$ cat src/hw/rtl/sparse_min_plus_block_update_assert.svh
// Assertion macros shared by the sparse min-plus block update modules.
`ifndef SPARSE_MIN_PLUS_BLOCK_UPDATE_ASSERT_SVH
`define SPARSE_MIN_PLUS_BLOCK_UPDATE_ASSERT_SVH

// Same-cycle implication, checked on every rising edge outside reset.
`define SMPBU_ASSERT_NOW(label, ante, cons, msg) \
  label: assert property (@(posedge clk) disable iff (!rst_n) (ante) |-> (cons)) \
    else $error(msg);

// Next-cycle implication, checked on every rising edge outside reset.
`define SMPBU_ASSERT_NEXT(label, ante, cons, msg) \
  label: assert property (@(posedge clk) disable iff (!rst_n) (ante) |=> (cons)) \
    else $error(msg);

`endif

$ cat src/hw/rtl/smpbu_pkg.sv
// Package with types, codes and helpers of the sparse min-plus block update.
package smpbu_pkg;

  // Sizes of the stores.
  localparam int V      = 64;
  localparam int B      = 16;
  localparam int WB     = 32;
  localparam int VW     = 6;
  localparam int BW     = 4;
  localparam int CW     = 7;
  localparam int DA_W   = 2 * VW;
  localparam int CA_W   = VW + BW;

  localparam logic [WB-1:0] W_INF = '1;

  // Request command codes.
  localparam logic [2:0] CMD_CLEAR  = 3'd0;
  localparam logic [2:0] CMD_RANGE  = 3'd1;
  localparam logic [2:0] CMD_EDGE   = 3'd2;
  localparam logic [2:0] CMD_UPDATE = 3'd3;
  localparam logic [2:0] CMD_READ   = 3'd4;

  // Datapath micro-operations issued by the controller.
  typedef logic [4:0] uop_t;
  localparam uop_t UOP_NOP      = 5'd0;
  localparam uop_t UOP_CAPTURE  = 5'd1;
  localparam uop_t UOP_CLR      = 5'd2;
  localparam uop_t UOP_RANGE_WR = 5'd3;
  localparam uop_t UOP_EDGE0    = 5'd4;
  localparam uop_t UOP_EDGE1    = 5'd5;
  localparam uop_t UOP_EDGE2    = 5'd6;
  localparam uop_t UOP_RD       = 5'd7;
  localparam uop_t UOP_RD_LATCH = 5'd8;
  localparam uop_t UOP_RNG_I    = 5'd9;
  localparam uop_t UOP_RNG_J    = 5'd10;
  localparam uop_t UOP_RNG_K    = 5'd11;
  localparam uop_t UOP_K0       = 5'd12;
  localparam uop_t UOP_K1       = 5'd13;
  localparam uop_t UOP_KNEXT    = 5'd14;
  localparam uop_t UOP_A0       = 5'd15;
  localparam uop_t UOP_A1       = 5'd16;
  localparam uop_t UOP_A2       = 5'd17;
  localparam uop_t UOP_ANEXT    = 5'd18;
  localparam uop_t UOP_P0       = 5'd19;
  localparam uop_t UOP_P1       = 5'd20;
  localparam uop_t UOP_P2       = 5'd21;
  localparam uop_t UOP_P3       = 5'd22;
  localparam uop_t UOP_P4       = 5'd23;
  localparam uop_t UOP_RESP     = 5'd24;

  // Input request payload.
  typedef struct packed {
    logic [2:0]    command;
    logic [VW-1:0] row;
    logic [VW-1:0] col;
    logic [WB-1:0] weight;
    logic [BW-1:0] row_block;
    logic [BW-1:0] col_block;
    logic [BW-1:0] pivot_block;
    logic [6:0]    range_first;
    logic [6:0]    range_end;
  } req_t;

  // Result payload.
  typedef struct packed {
    logic [WB-1:0] read_value;
    logic          status;
  } rsp_t;

  // Controller to datapath.
  typedef struct packed {
    uop_t uop;
  } ctl_cmd_t;

  // Datapath to controller.
  typedef struct packed {
    logic [2:0] cmd;
    logic       bad;
    logic       clr_last;
    logic       k_more;
    logic       a_more;
    logic       b_more;
    logic       grow;
  } dp_stat_t;

  // Saturating add: anything reaching all ones is infinity.
  function automatic logic [WB-1:0] sat_add(input logic [WB-1:0] a, input logic [WB-1:0] b);
    logic [WB:0] s;
    s = {1'b0, a} + {1'b0, b};
    if (a == W_INF || b == W_INF || s >= {1'b0, W_INF}) begin
      return W_INF;
    end
    return s[WB-1:0];
  endfunction

endpackage

$ cat src/hw/rtl/smpbu_ctrl.sv
// Controller state machine that sequences the datapath micro-operations.
`include "sparse_min_plus_block_update_assert.svh"

module smpbu_ctrl (
  input  logic                clk,
  input  logic                rst_n,
  input  logic                in_valid,
  output logic                in_ready,
  output logic                out_valid,
  input  logic                out_ready,
  input  smpbu_pkg::dp_stat_t st,
  output smpbu_pkg::ctl_cmd_t cmd
);
  import smpbu_pkg::*;

  localparam logic [4:0] S_IDLE = 5'd0;
  localparam logic [4:0] S_BOOT = 5'd1;
  localparam logic [4:0] S_DISP = 5'd2;
  localparam logic [4:0] S_CLR  = 5'd3;
  localparam logic [4:0] S_RWR  = 5'd4;
  localparam logic [4:0] S_E0   = 5'd5;
  localparam logic [4:0] S_E1   = 5'd6;
  localparam logic [4:0] S_E2   = 5'd7;
  localparam logic [4:0] S_RD   = 5'd8;
  localparam logic [4:0] S_RDL  = 5'd9;
  localparam logic [4:0] S_RI   = 5'd10;
  localparam logic [4:0] S_RJ   = 5'd11;
  localparam logic [4:0] S_RK   = 5'd12;
  localparam logic [4:0] S_K0   = 5'd13;
  localparam logic [4:0] S_K1   = 5'd14;
  localparam logic [4:0] S_A0   = 5'd15;
  localparam logic [4:0] S_A1   = 5'd16;
  localparam logic [4:0] S_A2   = 5'd17;
  localparam logic [4:0] S_P0   = 5'd18;
  localparam logic [4:0] S_P1   = 5'd19;
  localparam logic [4:0] S_P2   = 5'd20;
  localparam logic [4:0] S_P3   = 5'd21;
  localparam logic [4:0] S_P4   = 5'd22;
  localparam logic [4:0] S_RESP = 5'd23;

  logic [4:0] state_r, state_nxt;
  logic       out_valid_r, out_valid_nxt;
  uop_t       uop;

  assign in_ready  = (state_r == S_IDLE);
  assign out_valid = out_valid_r;
  assign cmd.uop   = uop;

  // Next state and micro-operation.
  always_comb begin
    state_nxt     = state_r;
    uop           = UOP_NOP;
    out_valid_nxt = out_valid_r && !out_ready;
    case (state_r)
      S_BOOT: begin
        uop = UOP_CLR;
        if (st.clr_last) state_nxt = S_IDLE;
      end
      S_IDLE: begin
        if (in_valid) begin
          uop       = UOP_CAPTURE;
          state_nxt = S_DISP;
        end
      end
      S_DISP: begin
        case (st.cmd)
          CMD_CLEAR:  state_nxt = S_CLR;
          CMD_RANGE:  state_nxt = S_RWR;
          CMD_EDGE:   state_nxt = st.bad ? S_RESP : S_E0;
          CMD_UPDATE: state_nxt = S_RI;
          CMD_READ:   state_nxt = st.bad ? S_RESP : S_RD;
          default:    state_nxt = S_RESP;
        endcase
      end
      S_CLR: begin
        uop = UOP_CLR;
        if (st.clr_last) state_nxt = S_RESP;
      end
      S_RWR: begin
        uop       = UOP_RANGE_WR;
        state_nxt = S_RESP;
      end
      S_E0: begin
        uop       = UOP_EDGE0;
        state_nxt = S_E1;
      end
      S_E1: begin
        uop       = UOP_EDGE1;
        state_nxt = S_E2;
      end
      S_E2: begin
        uop       = UOP_EDGE2;
        state_nxt = S_RESP;
      end
      S_RD: begin
        uop       = UOP_RD;
        state_nxt = S_RDL;
      end
      S_RDL: begin
        uop       = UOP_RD_LATCH;
        state_nxt = S_RESP;
      end
      S_RI: begin
        uop       = UOP_RNG_I;
        state_nxt = S_RJ;
      end
      S_RJ: begin
        uop       = UOP_RNG_J;
        state_nxt = S_RK;
      end
      S_RK: begin
        uop       = UOP_RNG_K;
        state_nxt = S_K0;
      end
      S_K0: begin
        if (st.k_more) begin
          uop       = UOP_K0;
          state_nxt = S_K1;
        end else begin
          state_nxt = S_RESP;
        end
      end
      S_K1: begin
        uop       = UOP_K1;
        state_nxt = S_A0;
      end
      S_A0: begin
        if (st.a_more) begin
          uop       = UOP_A0;
          state_nxt = S_A1;
        end else begin
          uop       = UOP_KNEXT;
          state_nxt = S_K0;
        end
      end
      S_A1: begin
        uop       = UOP_A1;
        state_nxt = S_A2;
      end
      S_A2: begin
        uop       = UOP_A2;
        state_nxt = S_P0;
      end
      S_P0: begin
        if (st.b_more) begin
          uop       = UOP_P0;
          state_nxt = S_P1;
        end else begin
          uop       = UOP_ANEXT;
          state_nxt = S_A0;
        end
      end
      S_P1: begin
        uop       = UOP_P1;
        state_nxt = S_P2;
      end
      S_P2: begin
        uop       = UOP_P2;
        state_nxt = S_P3;
      end
      S_P3: begin
        uop       = UOP_P3;
        state_nxt = st.grow ? S_P4 : S_P0;
      end
      S_P4: begin
        uop       = UOP_P4;
        state_nxt = S_P0;
      end
      S_RESP: begin
        if (!out_valid_r || out_ready) begin
          uop           = UOP_RESP;
          out_valid_nxt = 1'b1;
          state_nxt     = S_IDLE;
        end
      end
      default: state_nxt = S_IDLE;
    endcase
  end

  // State registers; reset starts the clearing pass.
  always_ff @(posedge clk) begin
    if (!rst_n) begin
      state_r     <= S_BOOT;
      out_valid_r <= 1'b0;
    end else begin
      state_r     <= state_nxt;
      out_valid_r <= out_valid_nxt;
    end
  end

  `SMPBU_ASSERT_NEXT(a_accept_dispatch, state_r == S_IDLE && in_valid, state_r == S_DISP, "accepted request not dispatched")
  `SMPBU_ASSERT_NEXT(a_boot_silent, state_r == S_BOOT && st.clr_last, state_r == S_IDLE && !out_valid_r, "boot clear produced a result")
  `SMPBU_ASSERT_NEXT(a_resp_loaded, uop == UOP_RESP, out_valid_r && state_r == S_IDLE, "result not presented")

endmodule

$ cat config.mk
export PLATFORM = sky130hd
export DESIGN_NAME = smpbu_ctrl
export DESIGN_NICKNAME = d
export VERILOG_FILES = /design/src/hw/rtl/smpbu_pkg.sv /design/src/hw/rtl/smpbu_ctrl.sv
export VERILOG_INCLUDE_DIRS = /design/src /design/src/hw/rtl
export SDC_FILE = /design/constraint.sdc
export NUM_CORES = 1
export LEC_CHECK = 0
export BUFFER_PORTS_ARGS = -buffer_cell sky130_fd_sc_hd__buf_4
export CAP_MARGIN = 40
export CORE_ASPECT_RATIO = 1.2
export CORE_UTILIZATION = 30
export CTS_CLUSTER_DIAMETER = 150
export DETAILED_ROUTE_END_ITERATION = 8
export GPL_TIMING_DRIVEN = 0
export PLACE_DENSITY = 0.58
export SYNTH_ARGS = -nofsm -noshare
export SYNTH_HDL_FRONTEND = slang
export SYNTH_SLANG_ARGS = --single-unit
$ cat constraint.sdc
create_clock -name clk -period 4.48 [get_ports clk]
set_clock_uncertainty 0.1 [all_clocks]
set_input_delay 0.896 -clock clk [delete_from_list [all_inputs] [get_ports clk]]
set_output_delay 0.896 -clock clk [all_outputs]
set_load 0.01 [all_outputs]
==> results of run 1 <==
==> critical path, stage by stage, from the launching register on <==
cell,delay [ns]
dfxtp_1,0.36
clkbuf_1,0.34
clkbuf_1,0.43
nand2_1,0.19
o21ai_0,0.24
a21oi_1,0.09
nor2_1,0.11
buf_4,0.13
==> cell families (layout without fill, tap and decap cells) <==
kind of cell	Yosys count	count (layout)	share of synthesized area (%)
compound gates	51	51	42.4
flops	6	6	14.2
buf+inv	13	35	6.37
simple gates	60	60	37.0
==> final timing paths <==
check	from	endpoint	slack (ns)	cells past startpoint
hold / removal	out_valid$_SDFF_PN0_	out_valid$_SDFF_PN0_	0.61	2
hold reg to reg	out_valid$_SDFF_PN0_	out_valid$_SDFF_PN0_	0.61	2
setup reg to reg	state_r[0]$_SDFFE_PN1P_	state_r[4]$_SDFFE_PN0P_	2.59	6
setup / recovery	state_r[0]$_SDFFE_PN1P_	cmd[3]	1.36	7
==> routing by layer <==
| layer | share of wire (%) | GRT usage, % | wire (um) | vias up |
|---|---|---|---|---|
| met2 | 49 | 33.0 | 1350 | 83 |
| li1 | - | - | - | 536 |
| met1 | 41 | 26.5 | 1120 | 523 |
| met5 | 0 | 0 | 0 | - |
| met4 | 0.29 | 7.94 | 8 | 0 |
| met3 | 10 | 1.27 | 278 | 4 |
==> power by group through the flow <==
stage                     registers, mW  logic [mW]  clock network [mW]
after floorplan                  0.0566      0.0309                   0
after global placement           0.0571      0.0536                   0
after detailed placement         0.0570      0.0536                   0
after CTS                        0.0561      0.0538              0.0502
after global routing             0.0561      0.0605              0.0544
final                            0.0562      0.0548              0.0469
==> stage by stage <==
stage / area (um^2) / utilization [%] / setup slack (ns) / cells
floorplan: 845 / - / 2.05 / 130
global placement: 1030 / 39.5 / 1.61 / 182
detailed placement: 1030 / 39.5 / 1.66 / 182
CTS: 1050 / 40.4 / 1.38 / 185
global route: 1050 / 40.4 / 1.19 / 185
finish: 1050 / 40.4 / 1.36 / 185
==> final cells by class <==
cell class / count / area, um^2 / share of cell area (%)
multi-input combinational: 111 / 671 / 63.8
tap: 33 / 41.3 / 3.93
timing repair buffer: 19 / 143 / 13.6
buffer: 11 / 46.3 / 4.40
sequential: 6 / 120 / 11.4
inverter: 2 / 7.51 / 0.714
clock buffer: 3 / 22.5 / 2.14
==> cell usage in the layout (no fill, tap or decap), drive strengths merged, types with 4 or more instances in the layout <==
cell	n
buf	23
a31oi	5
o21ai	15
nand2	14
nand2b	4
nor2b	8
nor2	18
clkbuf	10
a21oi	7
dfxtp	6
==> registers in the layout, summed over array words and instances (netlist names) <==
| signal | cells |
|---|---|
| state_r | 5 |
| out_valid | 1 |
==> impl_metrics.ini, run 1 <==
[run_status]
status = finished, final reports clean

[cts]
htreeDepth = 1
clk_pin_slew_ns = 0.04
cts_tree = yes
cts-root-buf = clkbuf_4
clkSinkCount = 6
cts_buffer_depth = 2
cts_hold_buf = 0
clock_latency_ns = 0.24
cts_buffers = 3
cts_setup_buffers = 0
cts.repair.resized = 0

[power_and_ir_drop]
p_int_mw = 0.109
p_switching_mw = 0.0485
p_seq_share_pct = 35.6
p_total_mw = 0.158
p_sw_share_pct = 30.7
power_density_mw_per_mm2 = 150
vdd_drop_max_mv = 0.118
combPwrFrac_pct = 34.7
p_leak_nw = 0.399
clockPowerShare_pct = 29.7

[die]
io-pin-count = 20
fp.coreArea_mm2 = 0.00260
dieHeight_um = 60.1
row_count = 20
start_util_pct = 32.5
fp.dieW_um = 50.4
die_area_mm2 = 0.00303

[global_route]
grt.overflow.total = 0
grt_max_degree = 11
grt_pass1_vias = 1014
grt_usage_pct = 19.8
grt_pass1_wl_um = 4640
antenna_found_initial = 0

[yosys]
syn_avg_cell_area_um2 = 6.50
ys_warn_count = 0
synth_cell_type_count = 38
ys_seq_elements = 6
synth.area.top_cells = dfxtp_1, o21ai_0, nor2_1, nand2_1, nor2b_1
ys.flop_type = dfxtp_1
synth_edf_count = 0
yosysMostFrequentCell = nor2_1
syn_area_um2 = 845
synthArstFlopShare_pct = 0
yosysTopAreaCell = dfxtp_1
yosys.area.top_type_share_pct = 14.2
syn_nets = 143
synth_common_cells = nor2_1, o21ai_0, nand2_1
yosysSeqAreaShare_pct = 14.2
synthCells = 130

[drt]
ant_nets = 0
vias = 1146
viasPerCell = 6.19
first_pass_iters = 4
drt_iter0_markers = 66
drt-total-wl_um = 2760
wire_per_inst_um = 14.9
drc_errors = 0

[worst_hold_path]
hold_class = reg2reg

[critical_path]
crit_path_max_fanout = 10
startpoint_type = register
end_kind = output port
cp.arrival_ns = 2.13
cp.required_ns = 3.48
critical_path_class = reg2out

[final_layout]
fill_cells = 280
antenna_cells = 0
layout.nets = 167
final_layout_size_suffix_gt1_share_pct = 20.4
areaGrowthSynthToFinish_pct = 24.4

[placement]
hpwl_um = 2070
io_buffers = 19
routabilityCongestion = 0.921

[timing]
tightest_slew_ns = 0.469
slew_violations = 0
clock.fmax_mhz = 320
tns_ns = 0
slew-limit-headroom_pct = 68.7
grt_setup_unrepaired = false
period_minus_slack_ns = 3.12
finalCritPeriodShare_pct = 69.7
hold_viol_final = 0
finalSetupViolations = 0
fin_hold_ws_ns = 0.608

[job]
cap_violations = 0
Power figures use the tool's default switching activity.
==> inputs of run 2 (changes only) <==
--- a/config.mk
+++ b/config.mk
@@ -6,6 +6,7 @@
 export SDC_FILE = /design/constraint.sdc
 export NUM_CORES = 1
 export LEC_CHECK = 0
+export ABC_AREA = 1
 export BUFFER_PORTS_ARGS = -buffer_cell sky130_fd_sc_hd__buf_4
 export CAP_MARGIN = 40
 export CORE_ASPECT_RATIO = 1.2
@@ -13,7 +14,7 @@
 export CTS_CLUSTER_DIAMETER = 150
 export DETAILED_ROUTE_END_ITERATION = 8
 export GPL_TIMING_DRIVEN = 0
-export PLACE_DENSITY = 0.58
+export PLACE_DENSITY = 0.57
 export SYNTH_ARGS = -nofsm -noshare
 export SYNTH_HDL_FRONTEND = slang
 export SYNTH_SLANG_ARGS = --single-unit
==> constraint.sdc (replaced) <==
create_clock -name clk -period 3.2 [get_ports clk]
set_clock_uncertainty 0.1 [all_clocks]
set_input_delay 0.64 -clock clk [delete_from_list [all_inputs] [get_ports clk]]
set_output_delay 0.64 -clock clk [all_outputs]
set_load 0.01 [all_outputs]
==> impl_metrics.ini, run 2 <==
[critical_path]
crit_start = state_r[4]$_SDFFE_PN0P_
reg2reg_slack_ns = 1.57
endpoint = cmd[3]
r2r_cells = 9
cp.required_ns = 2.46
r2r-end = state_r[2]$_SDFFE_PN0P_
crit_path_max_fanout = 10
critical_path_class = reg2out
startpoint_type = register
reg2reg_from = state_r[3]$_SDFFE_PN0P_
end_kind = output port
cp.arrival_ns = 1.68

[cts]
cts_buffers = 3
cts_setup_buffers = 0
cts-root-buf = clkbuf_4
cts_tree = yes
cts_buffer_depth = 2
htreeDepth = 1
clkSinkCount = 6
cts.repair.resized = 0
clock_latency_ns = 0.24
clk_pin_slew_ns = 0.04
cts_hold_buf = 0

[placement]
routabilityCongestion = 0.932
dp_slack_ns = 1.06
io_buffers = 19
hpwl_um = 2280

[final_layout]
fin_util_pct = 38.9
largest_reg_flops = 5
layout_commonest_cell = nand2_1
areaGrowthSynthToFinish_pct = 23.4
layout.nets = 208
fill_cells = 309
antenna_cells = 0
top_register = state_r
multiInputGateArea_um2 = 632
seq_area_um2 = 120
final_cell_mix = nand2_1, nor2_1, inv_1
final_layout_size_suffix_gt1_share_pct = 18.1

[die]
fp.coreArea_mm2 = 0.00281
row_count = 21
fp.dieW_um = 51.6
io-pin-count = 20
die_area_mm2 = 0.00318
dieHeight_um = 61.6
start_util_pct = 31.6

[power_and_ir_drop]
vdd_drop_max_mv = 0.302
power_density_mw_per_mm2 = 599
p_leak_nw = 0.642

[yosys]
ys.flop_type = dfxtp_1
synth_common_cells = nand2_1, nor2_1, inv_1
yosysMostFrequentCell = nand2_1
ys_seq_elements = 6
syn_area_um2 = 887
syn_avg_cell_area_um2 = 5.19
synth_edf_count = 0
synthArstFlopShare_pct = 0
synth_cell_type_count = 21
yosysTopAreaCell = nand2_1
yosys.area.top_type_share_pct = 23.7
synthCells = 171
ys_warn_count = 0
syn_nets = 184
yosysSeqAreaShare_pct = 13.5
synth.area.top_cells = nand2_1, dfxtp_1, nor2_1, nand3_1, inv_1

[timing]
period_minus_slack_ns = 2.42
slew-limit-headroom_pct = 72.2
clock.fmax_mhz = 414
grt_setup_unrepaired = false
finalCritPeriodShare_pct = 75.5
finalSetupViolations = 0
tightest_slew_ns = 0.414
fin_hold_ws_ns = 0.521
hold_viol_final = 0
worst_slack_ns = 0.783
slew_violations = 0
tns_ns = 0

[global_route]
grt_usage_pct = 18.8
grt_pass1_wl_um = 4570
grt_max_degree = 11
grt.overflow.total = 0
antenna_found_initial = 0
grt_pass1_vias = 1081

[drt]
drt-total-wl_um = 2730
wire_per_inst_um = 12.0
ant_nets = 0
drt_iter0_markers = 67
vias = 1181
first_pass_iters = 4
drc_errors = 0
viasPerCell = 5.20

[job]
cap_violations = 0

[worst_hold_path]
hold_class = reg2reg

[run_status]
status = finished, final reports clean
==> run 2: cell count changes in the layout (fill, tap and decap cells not counted), moves of 5 or more <==
cell,before,now
nor2_1,18,32
nand2_1,14,56
o21ai_0,15,4
nor2b_1,8,0
nand3_1,2,18
clkbuf_1,6,0
nand4_1,0,5
inv_1,2,20
==> run 2: metal layers <==
layer | vias to the layer above | GRT usage (%) | part of all wire, %
met4 | 0 | 6.95 | 1.5
met3 | 6 | 1.48 | 7.1
met1 | 509 | 23.6 | 43
met5 | - | 0 | 0
met2 | 68 | 33.4 | 49
li1 | 598 | - | -
==> run 2: kinds of logic after synthesis <==
logic type	Yosys count	share of synthesized area, %
and+or+nand+nor	119	58.7
buffers and inverters	28	15.2
AOI/OAI and AO/OA	18	12.6
DFF	6	13.5
==> run 2: worst min-delay path by stage <==
stage | from | to | slack (ns) | cells past startpoint
final | out_valid$_SDFF_PN0_ | out_valid$_SDFF_PN0_ | 0.52 | 4
after global placement | out_valid$_SDFF_PN0_ | out_valid$_SDFF_PN0_ | 0.50 | 4
after detailed placement | out_valid$_SDFF_PN0_ | out_valid$_SDFF_PN0_ | 0.51 | 4
after global routing | out_valid$_SDFF_PN0_ | out_valid$_SDFF_PN0_ | 0.59 | 4
after floorplan | out_valid$_SDFF_PN0_ | out_valid$_SDFF_PN0_ | 0.51 | 4
after CTS | out_valid$_SDFF_PN0_ | out_valid$_SDFF_PN0_ | 0.52 | 4
==> run 2: layout make-up <==
class	instances	area share [%]
buffer	4	4.11
clock buffer	3	2.06
tap	34	3.89
timing repair buffer	19	13.0
inverter	24	8.23
sequential	6	11.0
multi-input combinational	137	57.7
==> run 2: power by group <==
| group | total, mW | leakage (nW) | switching, mW | internal (mW) |
|---|---|---|---|---|
| registers | 0.107 | 0.0490 | 0.0138 | 0.0933 |
| clock network | 0.0674 | 0.0138 | 0.0251 | 0.0423 |
| logic | 0.481 | 0.580 | 0.299 | 0.182 |
==> run 2: through the flow <==
stage | cell area [um^2] | std cells | total power, mW
6_report | 1090 | 227 | 0.655
5_1_grt | 1090 | 227 | 0.721
4_1_cts | 1090 | 227 | 0.655
3_5_place_dp | 1070 | 224 | 0.583
3_3_place_gp | 1070 | 224 | 0.586
2_1_floorplan | 887 | 171 | 0.438
==> run 2: critical path, cell delays in order, from the launching register on <==
cell and delay (ns):
dfxtp_1 0.30, buf_6 0.14, inv_2 0.14, nand3_1 0.14, nor2_1 0.21, nand2_1 0.13
nand2_1 0.08, nor2_1 0.06, o2111ai_1 0.09, buf_4 0.15
==> inputs of run 3 (changes only) <==
--- a/config.mk
+++ b/config.mk
@@ -14,7 +14,7 @@
 export CTS_CLUSTER_DIAMETER = 150
 export DETAILED_ROUTE_END_ITERATION = 8
 export GPL_TIMING_DRIVEN = 0
-export PLACE_DENSITY = 0.57
+export PLACE_DENSITY = 0.59
 export SYNTH_ARGS = -nofsm -noshare
 export SYNTH_HDL_FRONTEND = slang
 export SYNTH_SLANG_ARGS = --single-unit
==> constraint.sdc (replaced) <==
create_clock -name clk -period 2.14 [get_ports clk]
set_clock_uncertainty 0.1 [all_clocks]
set_input_delay 0.428 -clock clk [delete_from_list [all_inputs] [get_ports clk]]
set_output_delay 0.428 -clock clk [all_outputs]
set_load 0.01 [all_outputs]
==> impl_metrics.ini, run 3 (synthesis results as in run 2) <==
[critical_path]
crit_path_max_fanout = 5
critical_path_buf_inv_count = 4
startpoint_type = register
reg2reg_from = state_r[1]$_SDFFE_PN0P_
slowest_delay_ns = 0.32
worst-path-stages = 9
r2r-end = state_r[2]$_SDFFE_PN0P_
crit_start = state_r[1]$_SDFFE_PN0P_
worstPathCellList = buf_6, nand2_4, inv_2, nor2_1, inv_1, o2111ai_2, nor3_1, nand2_1, buf_4
crit_family = buffers and inverters
reg2reg_slack_ns = 0.58
end_kind = output port
cp.required_ns = 1.61
cp.arrival_ns = 1.56
r2r_cells = 10
critical_path_class = reg2out
endpoint = cmd[2]
slowest_stage = dfxtp_1

[timing]
tns_ns = 0
finalSetupViolations = 0
tightest_slew_ns = 0.396
finalCritPeriodShare_pct = 97.8
slew_violations = 0
clock.fmax_mhz = 478
fin_hold_ws_ns = 0.387
period_minus_slack_ns = 2.09
hold_viol_final = 0
grt_setup_unrepaired = true
slew-limit-headroom_pct = 73.4

[job]
cap_violations = 0

[global_route]
grt_usage_pct = 18.5
antenna_found_initial = 0
grt_max_degree = 11
grt_pass1_wl_um = 4500
grt_pass1_vias = 1082
grt.overflow.total = 0

[worst_hold_path]
hold_class = in2reg
whs_path_depth = 3

[drt]
wire_per_inst_um = 12.9
vias = 1202
wl_met2_um = 1590
top_layer = met4
wl_met3_um = 162
drc_errors = 0
ant_nets = 0
m1WireLength_um = 1200
viasPerCell = 5.18
drt_iter0_markers = 40
drt-total-wl_um = 3000
first_pass_iters = 4

[die]
fp.dieW_um = 51.6
dieHeight_um = 61.6
row_count = 21
start_util_pct = 31.6
die_area_mm2 = 0.00318
io-pin-count = 20
fp.coreArea_mm2 = 0.00281

[final_layout]
fin_util_pct = 43.4
largest_reg_flops = 5
final_cell_mix = nand2_1, nor2_1, buf_4
antenna_cells = 0
layout_commonest_cell = nand2_1
layout.nets = 213
top_register = state_r
final_layout_size_suffix_gt1_share_pct = 30.3
areaGrowthSynthToFinish_pct = 37.5
fill_cells = 318

[cts]
cts_tree = yes
cts_buffers = 3
clock_latency_ns = 0.24
clk_pin_slew_ns = 0.04
cts_hold_buf = 0
htreeDepth = 1
cts_buffer_depth = 2
clkSinkCount = 6
cts-root-buf = clkbuf_4

[placement]
io_buffers = 19
hpwl_um = 2350
routabilityCongestion = 0.997

[power_and_ir_drop]
p_total_mw = 1.10
vdd_drop_max_mv = 0.395
p_leak_nw = 0.692
power_density_mw_per_mm2 = 904

[run_status]
status = finished, final reports clean
==> run 3: how the worst min path moves through the flow <==
stage	slack, ns	startpoint	to
after floorplan	0.51	out_valid$_SDFF_PN0_	out_valid$_SDFF_PN0_
after global placement	0.49	out_valid$_SDFF_PN0_	out_valid$_SDFF_PN0_
after detailed placement	0.49	out_valid$_SDFF_PN0_	out_valid$_SDFF_PN0_
after CTS	0.38	rst_n	out_valid$_SDFF_PN0_
after global routing	0.41	out_ready	out_valid$_SDFF_PN0_
final	0.39	rst_n	out_valid$_SDFF_PN0_
==> run 3: layer usage <==
metal | vias to the layer above | global-route usage, %
met5 | - | 0
met2 | 50 | 35.6
li1 | 608 | -
met4 | 0 | 4.25
met1 | 539 | 21.1
met3 | 5 | 3.21
==> run 3: worst reg2reg max path, cell delays in order (launching register included) <==
cell and delay, ns:
dfxtp_1 0.30, buf_6 0.13, inv_2 0.08, nand2_1 0.10, nor2_1 0.20, nand2_1 0.12, nand3_2 0.10, nor2_1 0.07
nand3_1 0.08, nand2_1 0.05, a21oi_1 0.14
==> run 3: through the flow <==
stage | cell area, um^2 | std cells | setup slack [ns]
finish | 1220 | 232 | 0.0479
detailed placement | 1070 | 224 | 0.161
global placement | 1070 | 224 | 0.106
floorplan | 887 | 171 | 0.454
global route | 1220 | 232 | -0.0128
CTS | 1100 | 227 | -0.00497
==> run 3: area by class of cell <==
class                      instances  area (um^2)  area share, %
clock buffer                       3         22.5           1.85
buffer                             4         45.0           3.69
tap                               34         42.5           3.49
multi-input combinational        137          709           58.2
sequential                         6          125           10.3
timing repair buffer              24          180           14.8
inverter                          24         95.1           7.79
==> run 3: power breakdown <==
| group | total [mW] | internal [mW] | switching (mW) |
|---|---|---|---|
| logic | 0.830 | 0.319 | 0.511 |
| clock network | 0.101 | 0.0632 | 0.0374 |
| registers | 0.172 | 0.144 | 0.0282 |
==> run 3: timing repair <==
action / in CTS / in global routing
resized for setup: 2 / 26
setup buffers: 0 / 5
setup endpoints to repair: 3 / 4
pin swaps: 0 / 3
